<file path="config.mk">
export PLATFORM = sky130hd
export DESIGN_NAME = windowed_trade_vwap_momentum_flat
export DESIGN_NICKNAME = d
export VERILOG_FILES = /design/src/hw/rtl/wtvm_pkg.sv /design/src/hw/rtl/wtvm_trade_if.sv /design/src/hw/rtl/wtvm_result_if.sv /design/src/hw/rtl/windowed_trade_vwap_momentum.sv /design/src/flat_wrapper.sv
export SDC_FILE = /design/constraint.sdc
export NUM_CORES = 2
export LEC_CHECK = 0
export BUFFER_PORTS_ARGS = -buffer_cell sky130_fd_sc_hd__buf_2
export CAP_MARGIN = 20
export CORE_AREA = 3 3 780 782
export CTS_BUF_LIST = sky130_fd_sc_hd__clkbuf_4 sky130_fd_sc_hd__clkbuf_8
export DETAILED_ROUTE_END_ITERATION = 8
export DIE_AREA = 0 0 783 785
export PLACE_DENSITY = 0.54
export SYNTH_ARGS = -nofsm -noshare
export SYNTH_HDL_FRONTEND = slang
export SYNTH_SLANG_ARGS = --single-unit
</file>
<file path="constraint.sdc">
create_clock -name clk_i -period 8.5 [get_ports clk_i]
set_clock_uncertainty 0.1 [all_clocks]
set_input_delay 1.7 -clock clk_i [delete_from_list [all_inputs] [get_ports clk_i]]
set_output_delay 1.7 -clock clk_i [all_outputs]
set_load 0.02 [all_outputs]
</file>
<file path="src/hw/rtl/wtvm_pkg.sv">
// ----------------------------------------------------------------------------
// wtvm_pkg
// Shared widths, register indexes and state type of the sliding-window VWAP
// and momentum block.
// ----------------------------------------------------------------------------
package wtvm_pkg;

  // Field widths of one trade and one result
  localparam int PRICE_W = 32;
  localparam int QTY_W   = 24;
  localparam int FILL_W  = 7;
  localparam int VWAP_W  = 32;
  localparam int MOM_W   = 33;

  // Running sums: at most 2^FILL_W - 1 trades ever sit in the window
  localparam int PROD_W     = PRICE_W + QTY_W;
  localparam int NOTIONAL_W = PROD_W + FILL_W;
  localparam int VOL_W      = QTY_W + FILL_W;

  // Serial units: two quantity bits per multiply step, one quotient bit per divide step
  localparam int MUL_STEPS = QTY_W / 2;
  localparam int DIV_STEPS = VWAP_W;
  localparam int CNT_W     = $clog2(DIV_STEPS);

  // Ring depth default
  localparam int unsigned MAX_WINDOW_DEF = 64;

  // Configuration port
  localparam int APB_DATA_W = 32;
  localparam int APB_ADDR_W = 3;
  localparam logic CFG_IDX_WINDOW_LEN = 1'b0;
  localparam logic [FILL_W-1:0] WINDOW_LEN_RESET = 7'd10;

  typedef enum logic [2:0] {
    ST_IDLE,
    ST_LOAD,
    ST_MUL,
    ST_ADD,
    ST_SUB,
    ST_DIV,
    ST_DONE
  } wtvm_state_e;

endpackage

</file>
<file path="src/hw/rtl/wtvm_trade_if.sv">
// ----------------------------------------------------------------------------
// wtvm_trade_if
// Valid/ready channel carrying one trade (price and quantity).
// ----------------------------------------------------------------------------
interface wtvm_trade_if;
  import wtvm_pkg::*;

  logic               valid;
  logic               ready;
  logic [PRICE_W-1:0] trade_price;
  logic [QTY_W-1:0]   trade_qty;

  modport source (output valid, output trade_price, output trade_qty, input ready);
  modport sink   (input valid, input trade_price, input trade_qty, output ready);

endinterface

</file>
<file path="src/hw/rtl/wtvm_result_if.sv">
// ----------------------------------------------------------------------------
// wtvm_result_if
// Valid/ready channel carrying one result (VWAP, momentum, fill, flag).
// ----------------------------------------------------------------------------
interface wtvm_result_if;
  import wtvm_pkg::*;

  logic                     valid;
  logic                     ready;
  logic [VWAP_W-1:0]        vwap;
  logic signed [MOM_W-1:0]  momentum;
  logic [FILL_W-1:0]        window_fill;
  logic                     zero_volume;

  modport source (output valid, output vwap, output momentum, output window_fill,
                  output zero_volume, input ready);
  modport sink   (input valid, input vwap, input momentum, input window_fill,
                  input zero_volume, output ready);

endinterface

</file>
<file path="src/hw/rtl/windowed_trade_vwap_momentum.sv">
// ----------------------------------------------------------------------------
// windowed_trade_vwap_momentum
// Sliding-window VWAP and momentum over a ring of recent trades.
// ----------------------------------------------------------------------------
//
//  channel   dir  handshake             contents
//  trade_i   in   valid/ready           trade_price, trade_qty
//  result_o  out  valid/ready           vwap, momentum, window_fill, zero_volume
//  apb       in   psel/penable/pwrite   window_len at byte address 0
//
//  An item goes from acceptance to its result through one ring read, 12
//  radix-4 multiply steps (new and evicted product side by side), two sum
//  updates and 32 restoring divide steps; the divide steps are skipped when
//  window volume is zero. The next item is accepted once the previous one
//  has left the datapath; a result waits in the output register and only a
//  result still held there stalls the following one. Reset and a window_len
//  write empty the window; the ring itself is never cleared.
//
module windowed_trade_vwap_momentum #(
  parameter int unsigned MaxWindow = wtvm_pkg::MAX_WINDOW_DEF
) (
  input  logic                                clk_i,
  input  logic                                rst_ni,
  wtvm_trade_if.sink                          trade_i,
  wtvm_result_if.source                       result_o,
  input  logic                                psel,
  input  logic                                penable,
  input  logic                                pwrite,
  input  logic [wtvm_pkg::APB_ADDR_W-1:0]     paddr,
  input  logic [wtvm_pkg::APB_DATA_W-1:0]     pwdata,
  output logic [wtvm_pkg::APB_DATA_W-1:0]     prdata,
  output logic                                pready
);
  import wtvm_pkg::*;

  localparam int PtrW = $clog2(MaxWindow);
  localparam int AW   = ((PtrW > FILL_W) ? PtrW : FILL_W) + 2;

  // ---------------------------------------------------------------------------
  // Declarations
  // ---------------------------------------------------------------------------
  wtvm_state_e state_q, state_d;
  logic [CNT_W-1:0]      cnt_q, cnt_d;
  logic [FILL_W-1:0]     window_len_q;
  logic [PtrW-1:0]       wp_q;
  logic [FILL_W-1:0]     fill_q;
  logic [NOTIONAL_W-1:0] notional_q, notional_d;
  logic [VOL_W-1:0]      volume_q, volume_d;
  logic                  out_valid_q;

  // ring
  logic [PRICE_W-1:0] price_mem [MaxWindow];
  logic [QTY_W-1:0]   qty_mem   [MaxWindow];
  logic [PtrW-1:0]    rd_addr;
  logic [PRICE_W-1:0] rd_price_q;
  logic [QTY_W-1:0]   rd_qty_q;

  // per-item payload
  logic [PRICE_W-1:0] price_q;
  logic [QTY_W-1:0]   qty_q;
  logic               evict_q;
  logic               single_q;
  logic [PRICE_W-1:0] oldest_q;

  // serial multipliers: new trade and evicted trade
  logic [PRICE_W-1:0] mp_n_q, mp_o_q;
  logic [PRICE_W-1:0] mh_n_q, mh_o_q;
  logic [QTY_W-1:0]   mq_n_q, mq_o_q;
  logic [PRICE_W+1:0] msum_n, msum_o;

  // serial divider
  logic [VOL_W-1:0]   rem_q;
  logic [VWAP_W-1:0]  dsr_q;
  logic [VOL_W:0]     div_t;
  logic               div_ge;

  // output register
  logic [VWAP_W-1:0]       vwap_q;
  logic signed [MOM_W-1:0] mom_q;
  logic [FILL_W-1:0]       ofill_q;
  logic                    ozero_q;

  // control
  logic               in_fire, cfg_we, out_load, mem_we, zero_vol;
  logic [FILL_W-1:0]  eff_len;
  logic [AW-1:0]      back_diff, back_wrap;
  logic [PtrW-1:0]    old_addr, old_next, wp_next;

  // ---------------------------------------------------------------------------
  // Helpers
  // ---------------------------------------------------------------------------
  function automatic logic [PtrW-1:0] ptr_inc(input logic [PtrW-1:0] p);
    logic [PtrW-1:0] r;
    if (p == PtrW'(MaxWindow - 1)) r = '0;
    else r = p + 1'b1;
    return r;
  endfunction

  // One radix-4 multiply step: add digit times price to the high half
  function automatic logic [PRICE_W+1:0] mul_step(input logic [PRICE_W-1:0] hi,
                                                  input logic [PRICE_W-1:0] p,
                                                  input logic [1:0] d);
    logic [PRICE_W+1:0] m;
    case (d)
      2'd1:    m = {2'b00, p};
      2'd2:    m = {1'b0, p, 1'b0};
      2'd3:    m = {2'b00, p} + {1'b0, p, 1'b0};
      default: m = '0;
    endcase
    return {2'b00, hi} + m;
  endfunction

  // ---------------------------------------------------------------------------
  // Configuration port
  // ---------------------------------------------------------------------------
  assign pready = 1'b1;
  assign cfg_we = psel & penable & pwrite & (paddr[2] == CFG_IDX_WINDOW_LEN);
  assign prdata = (paddr[2] == CFG_IDX_WINDOW_LEN) ?
                  APB_DATA_W'(window_len_q) : '0;

  // Effective window length: zero acts as one, clamp to ring depth
  always_comb begin
    if (window_len_q == '0) eff_len = FILL_W'(1);
    else if (int'(window_len_q) > int'(MaxWindow)) eff_len = FILL_W'(MaxWindow);
    else eff_len = window_len_q;
  end

  // ---------------------------------------------------------------------------
  // Ring addressing: slot fill_q entries behind the write pointer
  // ---------------------------------------------------------------------------
  always_comb begin
    back_diff = AW'(wp_q) - AW'(fill_q);
    back_wrap = back_diff[AW-1] ? back_diff + AW'(MaxWindow) : back_diff;
    old_addr  = back_wrap[PtrW-1:0];
    old_next  = ptr_inc(old_addr);
    wp_next   = ptr_inc(wp_q);
  end

  // ---------------------------------------------------------------------------
  // Next state
  // ---------------------------------------------------------------------------
  assign zero_vol = (volume_q == '0);

  always_comb begin
    state_d = state_q;
    unique case (state_q)
      ST_IDLE: if (in_fire) state_d = ST_LOAD;
      ST_LOAD: state_d = ST_MUL;
      ST_MUL:  if (cnt_q == CNT_W'(MUL_STEPS - 1)) state_d = ST_ADD;
      ST_ADD:  state_d = ST_SUB;
      ST_SUB:  state_d = zero_vol ? ST_DONE : ST_DIV;
      ST_DIV:  if (cnt_q == CNT_W'(DIV_STEPS - 1)) state_d = ST_DONE;
      ST_DONE: if (!out_valid_q || result_o.ready) state_d = ST_IDLE;
      default: state_d = ST_IDLE;
    endcase
  end

  // ---------------------------------------------------------------------------
  // Control outputs
  // ---------------------------------------------------------------------------
  always_comb begin
    trade_i.ready = 1'b0;
    mem_we        = 1'b0;
    out_load      = 1'b0;
    rd_addr       = old_addr;
    cnt_d         = '0;
    unique case (state_q)
      ST_IDLE: trade_i.ready = 1'b1;
      ST_LOAD: begin
        mem_we  = 1'b1;
        rd_addr = old_next;
      end
      ST_MUL:  cnt_d = cnt_q + 1'b1;
      ST_DIV:  cnt_d = cnt_q + 1'b1;
      ST_DONE: out_load = !out_valid_q || result_o.ready;
      default: ;
    endcase
  end

  assign in_fire = trade_i.valid & trade_i.ready;

  // ---------------------------------------------------------------------------
  // Sum updates
  // ---------------------------------------------------------------------------
  always_comb begin
    volume_d   = volume_q;
    notional_d = notional_q;
    case (state_q)
      ST_LOAD: volume_d = volume_q + VOL_W'(qty_q) - (evict_q ? VOL_W'(rd_qty_q) : '0);
      ST_ADD:  notional_d = notional_q + NOTIONAL_W'({mh_n_q, mq_n_q});
      ST_SUB:  notional_d = notional_q - NOTIONAL_W'({mh_o_q, mq_o_q});
      default: ;
    endcase
  end

  // Serial datapath terms
  assign msum_n = mul_step(mh_n_q, mp_n_q, mq_n_q[1:0]);
  assign msum_o = mul_step(mh_o_q, mp_o_q, mq_o_q[1:0]);
  assign div_t  = {rem_q, dsr_q[VWAP_W-1]};
  assign div_ge = (div_t >= {1'b0, volume_q});

  // ---------------------------------------------------------------------------
  // Control registers
  // ---------------------------------------------------------------------------
  always_ff @(posedge clk_i or negedge rst_ni) begin
    if (!rst_ni) begin
      state_q      <= ST_IDLE;
      cnt_q        <= '0;
      window_len_q <= WINDOW_LEN_RESET;
      wp_q         <= '0;
      fill_q       <= '0;
      notional_q   <= '0;
      volume_q     <= '0;
      out_valid_q  <= 1'b0;
    end else begin
      state_q <= state_d;
      cnt_q   <= cnt_d;
      if (cfg_we) begin
        window_len_q <= pwdata[FILL_W-1:0];
        wp_q         <= '0;
        fill_q       <= '0;
        notional_q   <= '0;
        volume_q     <= '0;
      end else begin
        notional_q <= notional_d;
        volume_q   <= volume_d;
        if (state_q == ST_LOAD) begin
          wp_q <= wp_next;
          if (!evict_q) fill_q <= fill_q + 1'b1;
        end
      end
      if (out_load) out_valid_q <= 1'b1;
      else if (result_o.ready) out_valid_q <= 1'b0;
    end
  end

  // ---------------------------------------------------------------------------
  // Ring memory, registered read
  // ---------------------------------------------------------------------------
  always_ff @(posedge clk_i) begin
    if (mem_we) begin
      price_mem[wp_q] <= price_q;
      qty_mem[wp_q]   <= qty_q;
    end
    rd_price_q <= price_mem[rd_addr];
    rd_qty_q   <= qty_mem[rd_addr];
  end

  // ---------------------------------------------------------------------------
  // Payload registers: capture, multiply, divide, result
  // ---------------------------------------------------------------------------
  always_ff @(posedge clk_i) begin
    case (state_q)
      ST_IDLE: begin
        if (in_fire) begin
          price_q  <= trade_i.trade_price;
          qty_q    <= trade_i.trade_qty;
          evict_q  <= (fill_q >= eff_len);
          single_q <= (fill_q >= eff_len) ? (fill_q == FILL_W'(1)) : (fill_q == '0);
        end
      end
      ST_LOAD: begin
        // read data is the slot of the evicted (or, without eviction, oldest) trade
        mp_n_q   <= price_q;
        mq_n_q   <= qty_q;
        mh_n_q   <= '0;
        mp_o_q   <= evict_q ? rd_price_q : '0;
        mq_o_q   <= evict_q ? rd_qty_q : '0;
        mh_o_q   <= '0;
        oldest_q <= rd_price_q;
      end
      ST_MUL: begin
        // the slot after the evicted one arrives in the first step
        if (cnt_q == '0 && evict_q) oldest_q <= rd_price_q;
        mh_n_q <= msum_n[PRICE_W+1:2];
        mq_n_q <= {msum_n[1:0], mq_n_q[QTY_W-1:2]};
        mh_o_q <= msum_o[PRICE_W+1:2];
        mq_o_q <= {msum_o[1:0], mq_o_q[QTY_W-1:2]};
      end
      ST_SUB: begin
        // quotient fits VWAP_W bits, so the high part starts below the divisor
        rem_q <= notional_d[NOTIONAL_W-1:VWAP_W];
        dsr_q <= notional_d[VWAP_W-1:0];
      end
      ST_DIV: begin
        rem_q <= div_ge ? VOL_W'(div_t - {1'b0, volume_q}) : div_t[VOL_W-1:0];
        dsr_q <= {dsr_q[VWAP_W-2:0], div_ge};
      end
      default: ;
    endcase

    if (out_load) begin
      vwap_q  <= zero_vol ? '0 : dsr_q;
      mom_q   <= single_q ? '0 :
                 $signed(MOM_W'({1'b0, price_q}) - MOM_W'({1'b0, oldest_q}));
      ofill_q <= fill_q;
      ozero_q <= zero_vol;
    end
  end

  // ---------------------------------------------------------------------------
  // Result channel
  // ---------------------------------------------------------------------------
  assign result_o.valid       = out_valid_q;
  assign result_o.vwap        = vwap_q;
  assign result_o.momentum    = mom_q;
  assign result_o.window_fill = ofill_q;
  assign result_o.zero_volume = ozero_q;

endmodule

</file>
<file path="src/flat_wrapper.sv">
// flat-port wrapper written by rule: the top's interface ports become plain ports
module windowed_trade_vwap_momentum_flat import wtvm_pkg::*;
#(
  parameter int unsigned MaxWindow = wtvm_pkg::MAX_WINDOW_DEF
)
  (clk_i, rst_ni, psel, penable, pwrite, paddr, pwdata, prdata, pready, trade_i_valid, trade_i_trade_price, trade_i_trade_qty, trade_i_ready, result_o_valid, result_o_vwap, result_o_momentum, result_o_window_fill, result_o_zero_volume, result_o_ready);
  wtvm_trade_if trade_i_i ();
  wtvm_result_if result_o_i ();
  input  logic clk_i;
  input  logic rst_ni;
  input  logic psel;
  input  logic penable;
  input  logic pwrite;
  input  logic [wtvm_pkg::APB_ADDR_W-1:0] paddr;
  input  logic [wtvm_pkg::APB_DATA_W-1:0] pwdata;
  output logic [wtvm_pkg::APB_DATA_W-1:0] prdata;
  output logic pready;
  input wire logic [$bits(trade_i_i.valid)-1:0] trade_i_valid;
  input wire logic [$bits(trade_i_i.trade_price)-1:0] trade_i_trade_price;
  input wire logic [$bits(trade_i_i.trade_qty)-1:0] trade_i_trade_qty;
  output wire logic [$bits(trade_i_i.ready)-1:0] trade_i_ready;
  output wire logic [$bits(result_o_i.valid)-1:0] result_o_valid;
  output wire logic [$bits(result_o_i.vwap)-1:0] result_o_vwap;
  output wire logic [$bits(result_o_i.momentum)-1:0] result_o_momentum;
  output wire logic [$bits(result_o_i.window_fill)-1:0] result_o_window_fill;
  output wire logic [$bits(result_o_i.zero_volume)-1:0] result_o_zero_volume;
  input wire logic [$bits(result_o_i.ready)-1:0] result_o_ready;
  assign trade_i_i.valid = trade_i_valid;
  assign trade_i_i.trade_price = trade_i_trade_price;
  assign trade_i_i.trade_qty = trade_i_trade_qty;
  assign trade_i_ready = trade_i_i.ready;
  assign result_o_valid = result_o_i.valid;
  assign result_o_vwap = result_o_i.vwap;
  assign result_o_momentum = result_o_i.momentum;
  assign result_o_window_fill = result_o_i.window_fill;
  assign result_o_zero_volume = result_o_i.zero_volume;
  assign result_o_i.ready = result_o_ready;
  windowed_trade_vwap_momentum #(.MaxWindow(MaxWindow)) u_core (.clk_i(clk_i), .rst_ni(rst_ni), .trade_i(trade_i_i), .result_o(result_o_i), .psel(psel), .penable(penable), .pwrite(pwrite), .paddr(paddr), .pwdata(pwdata), .prdata(prdata), .pready(pready));
endmodule
</file>
==> impl_metrics.yaml <==
drt:
  drt_iter0_drc: 16773
  dr.pass1.iters: 7
  detail-route-antenna-nets: 0
  drc: 0
  vias: 127122
  detail_route.wirelength_um: 651000
  routed_wire_length_per_instance_um: 28.9
  via_per_inst: 5.63
clock_network:
  clock-sinks: 4165
  path_clk_slew_ns: 0.06
  cts_htree_levels: 6
  clock-root-buffer: "sky130_fd_sc_hd__clkbuf_8"
  post_cts_buffers: 0
  tritoncts.num_buffers: 660
  hold_buf_count_cts: 0
  cts_buffer_depth: 4
  cts_tree: "done"
  postCtsResizedCells: 0
  clock_insertion_delay_worst_skew_ns: 1.30
logic_synthesis:
  count_of_different_cell_masters_after_synthesis: 92
  synth.ff_latch_count: 4165
  sequential_area_share_after_synthesis_pct: 68.6
  synth_cell_area_mm2: 0.181
  netlist_instances: 13601
  synth-edff-count: 3986
  synth.yosys.warnings: 0
  syn_avg_cell_area_um2: 13.3
  postSynth.asyncResetShare_pct: 2.95
  postSynth.topFlopCell: "sky130_fd_sc_hd__edfxtp_1"
floorplanning:
  core_region_area_mm2: 0.602
  die_h_um: 785
  chipWidth_um: 783
  die_area_mm2: 0.615
  row_count: 285
  starting_density_of_the_core_pct: 30.0
  ios: 206
critical_path:
  criticalPathCategory: "flop to flop"
  kind_of_start_point_of_the_critical_path: "flop"
  crit_path_max_fanout: 7
  cp-end-kind: "flop"
  arrival_ns: 8.17
  worst-endpoint-required_ns: 9.43
sta:
  grt_setup_unrepaired: "false"
  achievable-frequency_mhz: 138
  timing.max_slew.rel_slack_pct: 14.5
  timing.final.crit_share_pct: 85.2
  setup_total_negative_slack_ns: 0
  setup-violations-final: 0
  tightest_slew_ns: 1.27
  final_max_slew_viol_count: 0
  timing.final.crit_period_ns: 7.24
  finalHoldViolations: 0
global_route:
  pin_count_of_the_biggest_net_entering_global_routing: 155
  groute.usage.overall_pct: 20.2
  grt_pass1_vias: 120887
  number_of_antenna_violations_at_the_first_check_in_global_routing: 69
  gr-total-overflow: 0
  grt_pass1_wl_um: 906000
place:
  place.gp.congestion: 0.851
  io_buffers: 152
  place_hpwl_um: 380000
final_layout:
  fillerInstances: 58919
  syn_to_final_growth_pct: 14.5
  layout.cells.most_common_list: "sky130_fd_sc_hd__edfxtp_1, sky130_fd_sc_hd__nand2_1, sky130_fd_sc_hd__o21ai_0"
  final_layout_size_suffix_gt1_share_pct: 13.8
  final_nets: 14420
  final_common_cell: "sky130_fd_sc_hd__edfxtp_1"
run:
  drv.max_cap_violation_count: 0
worst_hold_path:
  min-delay-path-class: "flop to flop"
run_status:
  status: "completed"
-- cell usage after synthesis, types with 66 or more instances --
cell | count | area share (%)
sky130_fd_sc_hd__nor2_1 | 641 | 1.3
sky130_fd_sc_hd__xnor2_1 | 154 | 0.75
sky130_fd_sc_hd__o22ai_1 | 182 | 0.63
sky130_fd_sc_hd__nand2_1 | 1814 | 3.8
sky130_fd_sc_hd__or4_1 | 67 | 0.28
sky130_fd_sc_hd__o31ai_1 | 137 | 0.57
sky130_fd_sc_hd__and2_1 | 68 | 0.24
sky130_fd_sc_hd__a221oi_1 | 66 | 0.32
sky130_fd_sc_hd__a31oi_1 | 372 | 1.3
sky130_fd_sc_hd__or3_1 | 192 | 0.67
sky130_fd_sc_hd__a311oi_1 | 168 | 0.82
sky130_fd_sc_hd__a21o_1 | 149 | 0.62
sky130_fd_sc_hd__mux2i_1 | 325 | 1.8
sky130_fd_sc_hd__a21oi_1 | 536 | 1.5
sky130_fd_sc_hd__a211oi_1 | 117 | 0.49
sky130_fd_sc_hd__clkbuf_1 | 809 | 1.7
sky130_fd_sc_hd__dfrtp_1 | 121 | 1.7
sky130_fd_sc_hd__nor3_1 | 190 | 0.53
sky130_fd_sc_hd__and3_1 | 135 | 0.47
sky130_fd_sc_hd__buf_1 | 74 | 0.15
sky130_fd_sc_hd__o21ai_0 | 743 | 2.1
sky130_fd_sc_hd__o221a_2 | 110 | 0.69
sky130_fd_sc_hd__xor2_1 | 125 | 0.61
sky130_fd_sc_hd__edfxtp_1 | 3986 | 66
sky130_fd_sc_hd__nor2b_1 | 80 | 0.28
sky130_fd_sc_hd__nand3_1 | 301 | 0.83
sky130_fd_sc_hd__inv_1 | 227 | 0.47
sky130_fd_sc_hd__nor4_1 | 80 | 0.28
sky130_fd_sc_hd__o221ai_1 | 616 | 3.0
sky130_fd_sc_hd__ha_1 | 311 | 2.2
-- routing by layer --
metal	share of wire, %	global-route usage [%]	up-vias
met5	0.025	0	-
met4	3.4	6.64	26
met3	11	4.81	1191
met2	45	31.5	7060
met1	41	27.8	64855
li1	-	-	53990
-- registers in the layout, indices dropped and copies added, names as in the netlist, 32 cells and up --
register and cells:
u_core.price_q 32, u_core.mh_o_q 32, u_core.dsr_q 32, u_core.mp_n_q 32, u_core.result_o.momentum 33, u_core.qty_mem 1536
u_core.notional_q 63, u_core.mh_n_q 32, u_core.rd_price_q 32, u_core.oldest_q 32, u_core.mp_o_q 32, u_core.result_o.vwap 32
u_core.price_mem 2048
-- worst paths after layout --
path	start	end	slack, ns	depth (start not counted)
max in group asynchronous	rst_ni	u_core.notional_q[49]	6.53	2
worst max-delay path	u_core.mq_n_q[4]	u_core.rem_q[28]	1.26	20
worst min register to register	u_core.rd_price_q[0]	u_core.oldest_q[0]	0.35	0
worst max register to register	u_core.mq_n_q[4]	u_core.rem_q[28]	1.26	20
min in group asynchronous	rst_ni	u_core.window_len_q[4]	0.40	1
worst min-delay path	u_core.rd_price_q[0]	u_core.oldest_q[0]	0.35	0
-- metrics by stage --
stage               std cells  instance area, um2  hold WS, ns  setup WS [ns]  utilization (%)
finish                  22576              207000        0.347           1.26             34.3
global route            22558              207000        0.360          0.877             34.3
floorplan               13625              181000        0.301          0.744                -
detailed placement      21345              193000        0.330           1.35             32.1
CTS                     22535              207000        0.315           1.28             34.3
global placement        21340              193000        0.341           1.30             32.1
-- critical path: stages, from the launching register on --
cell	delay, ns
sky130_fd_sc_hd__edfxtp_1	0.43
sky130_fd_sc_hd__or3_1	0.48
sky130_fd_sc_hd__nor3b_1	0.38
sky130_fd_sc_hd__nand2_1	0.19
sky130_fd_sc_hd__or4_2	0.63
sky130_fd_sc_hd__nor4_1	0.26
sky130_fd_sc_hd__xor2_1	0.12
sky130_fd_sc_hd__nand2_1	0.09
sky130_fd_sc_hd__o21ai_0	0.23
sky130_fd_sc_hd__ha_1	0.50
sky130_fd_sc_hd__nand2_1	0.16
sky130_fd_sc_hd__nor3_1	0.27
sky130_fd_sc_hd__nand2_1	0.12
sky130_fd_sc_hd__a211oi_1	0.56
sky130_fd_sc_hd__o21ai_0	0.40
sky130_fd_sc_hd__a31oi_1	0.64
sky130_fd_sc_hd__a21boi_0	0.35
sky130_fd_sc_hd__nor4_1	0.48
sky130_fd_sc_hd__nor2_1	0.12
sky130_fd_sc_hd__mux2_2	0.28
sky130_fd_sc_hd__a221oi_1	0.23
-- logic make-up after synthesis --
group / Yosys count / share of synthesized area (%)
AO/OA/AOI/OAI: 3564 / 13.7
XOR/XNOR: 279 / 1.35
adder cells (fa/ha/maj): 343 / 2.51
buffers and inverters: 1179 / 2.54
flip-flops: 4165 / 68.6
multiplexers: 350 / 1.96
other: 2 / 0.00416
AND/OR/NAND/NOR: 3719 / 9.28
-- cell type report --
cell class                      count  area (um2)  area share [%]
Multi-Input combinational cell   8281       53100            25.7
Sequential cell                  4165      124000            59.9
Inverter                          228         858           0.415
Antenna cell                       33        82.6          0.0399
Clock buffer                      959       11500            5.57
Tap cell                         8036       10100            4.86
Clock inverter                    231        1670           0.809
Timing Repair Buffer              643        5570            2.70
Power is left out: the tool's default activity adds up to more than one toggle a clock period on the data nets, which glitch-free logic cannot reach.
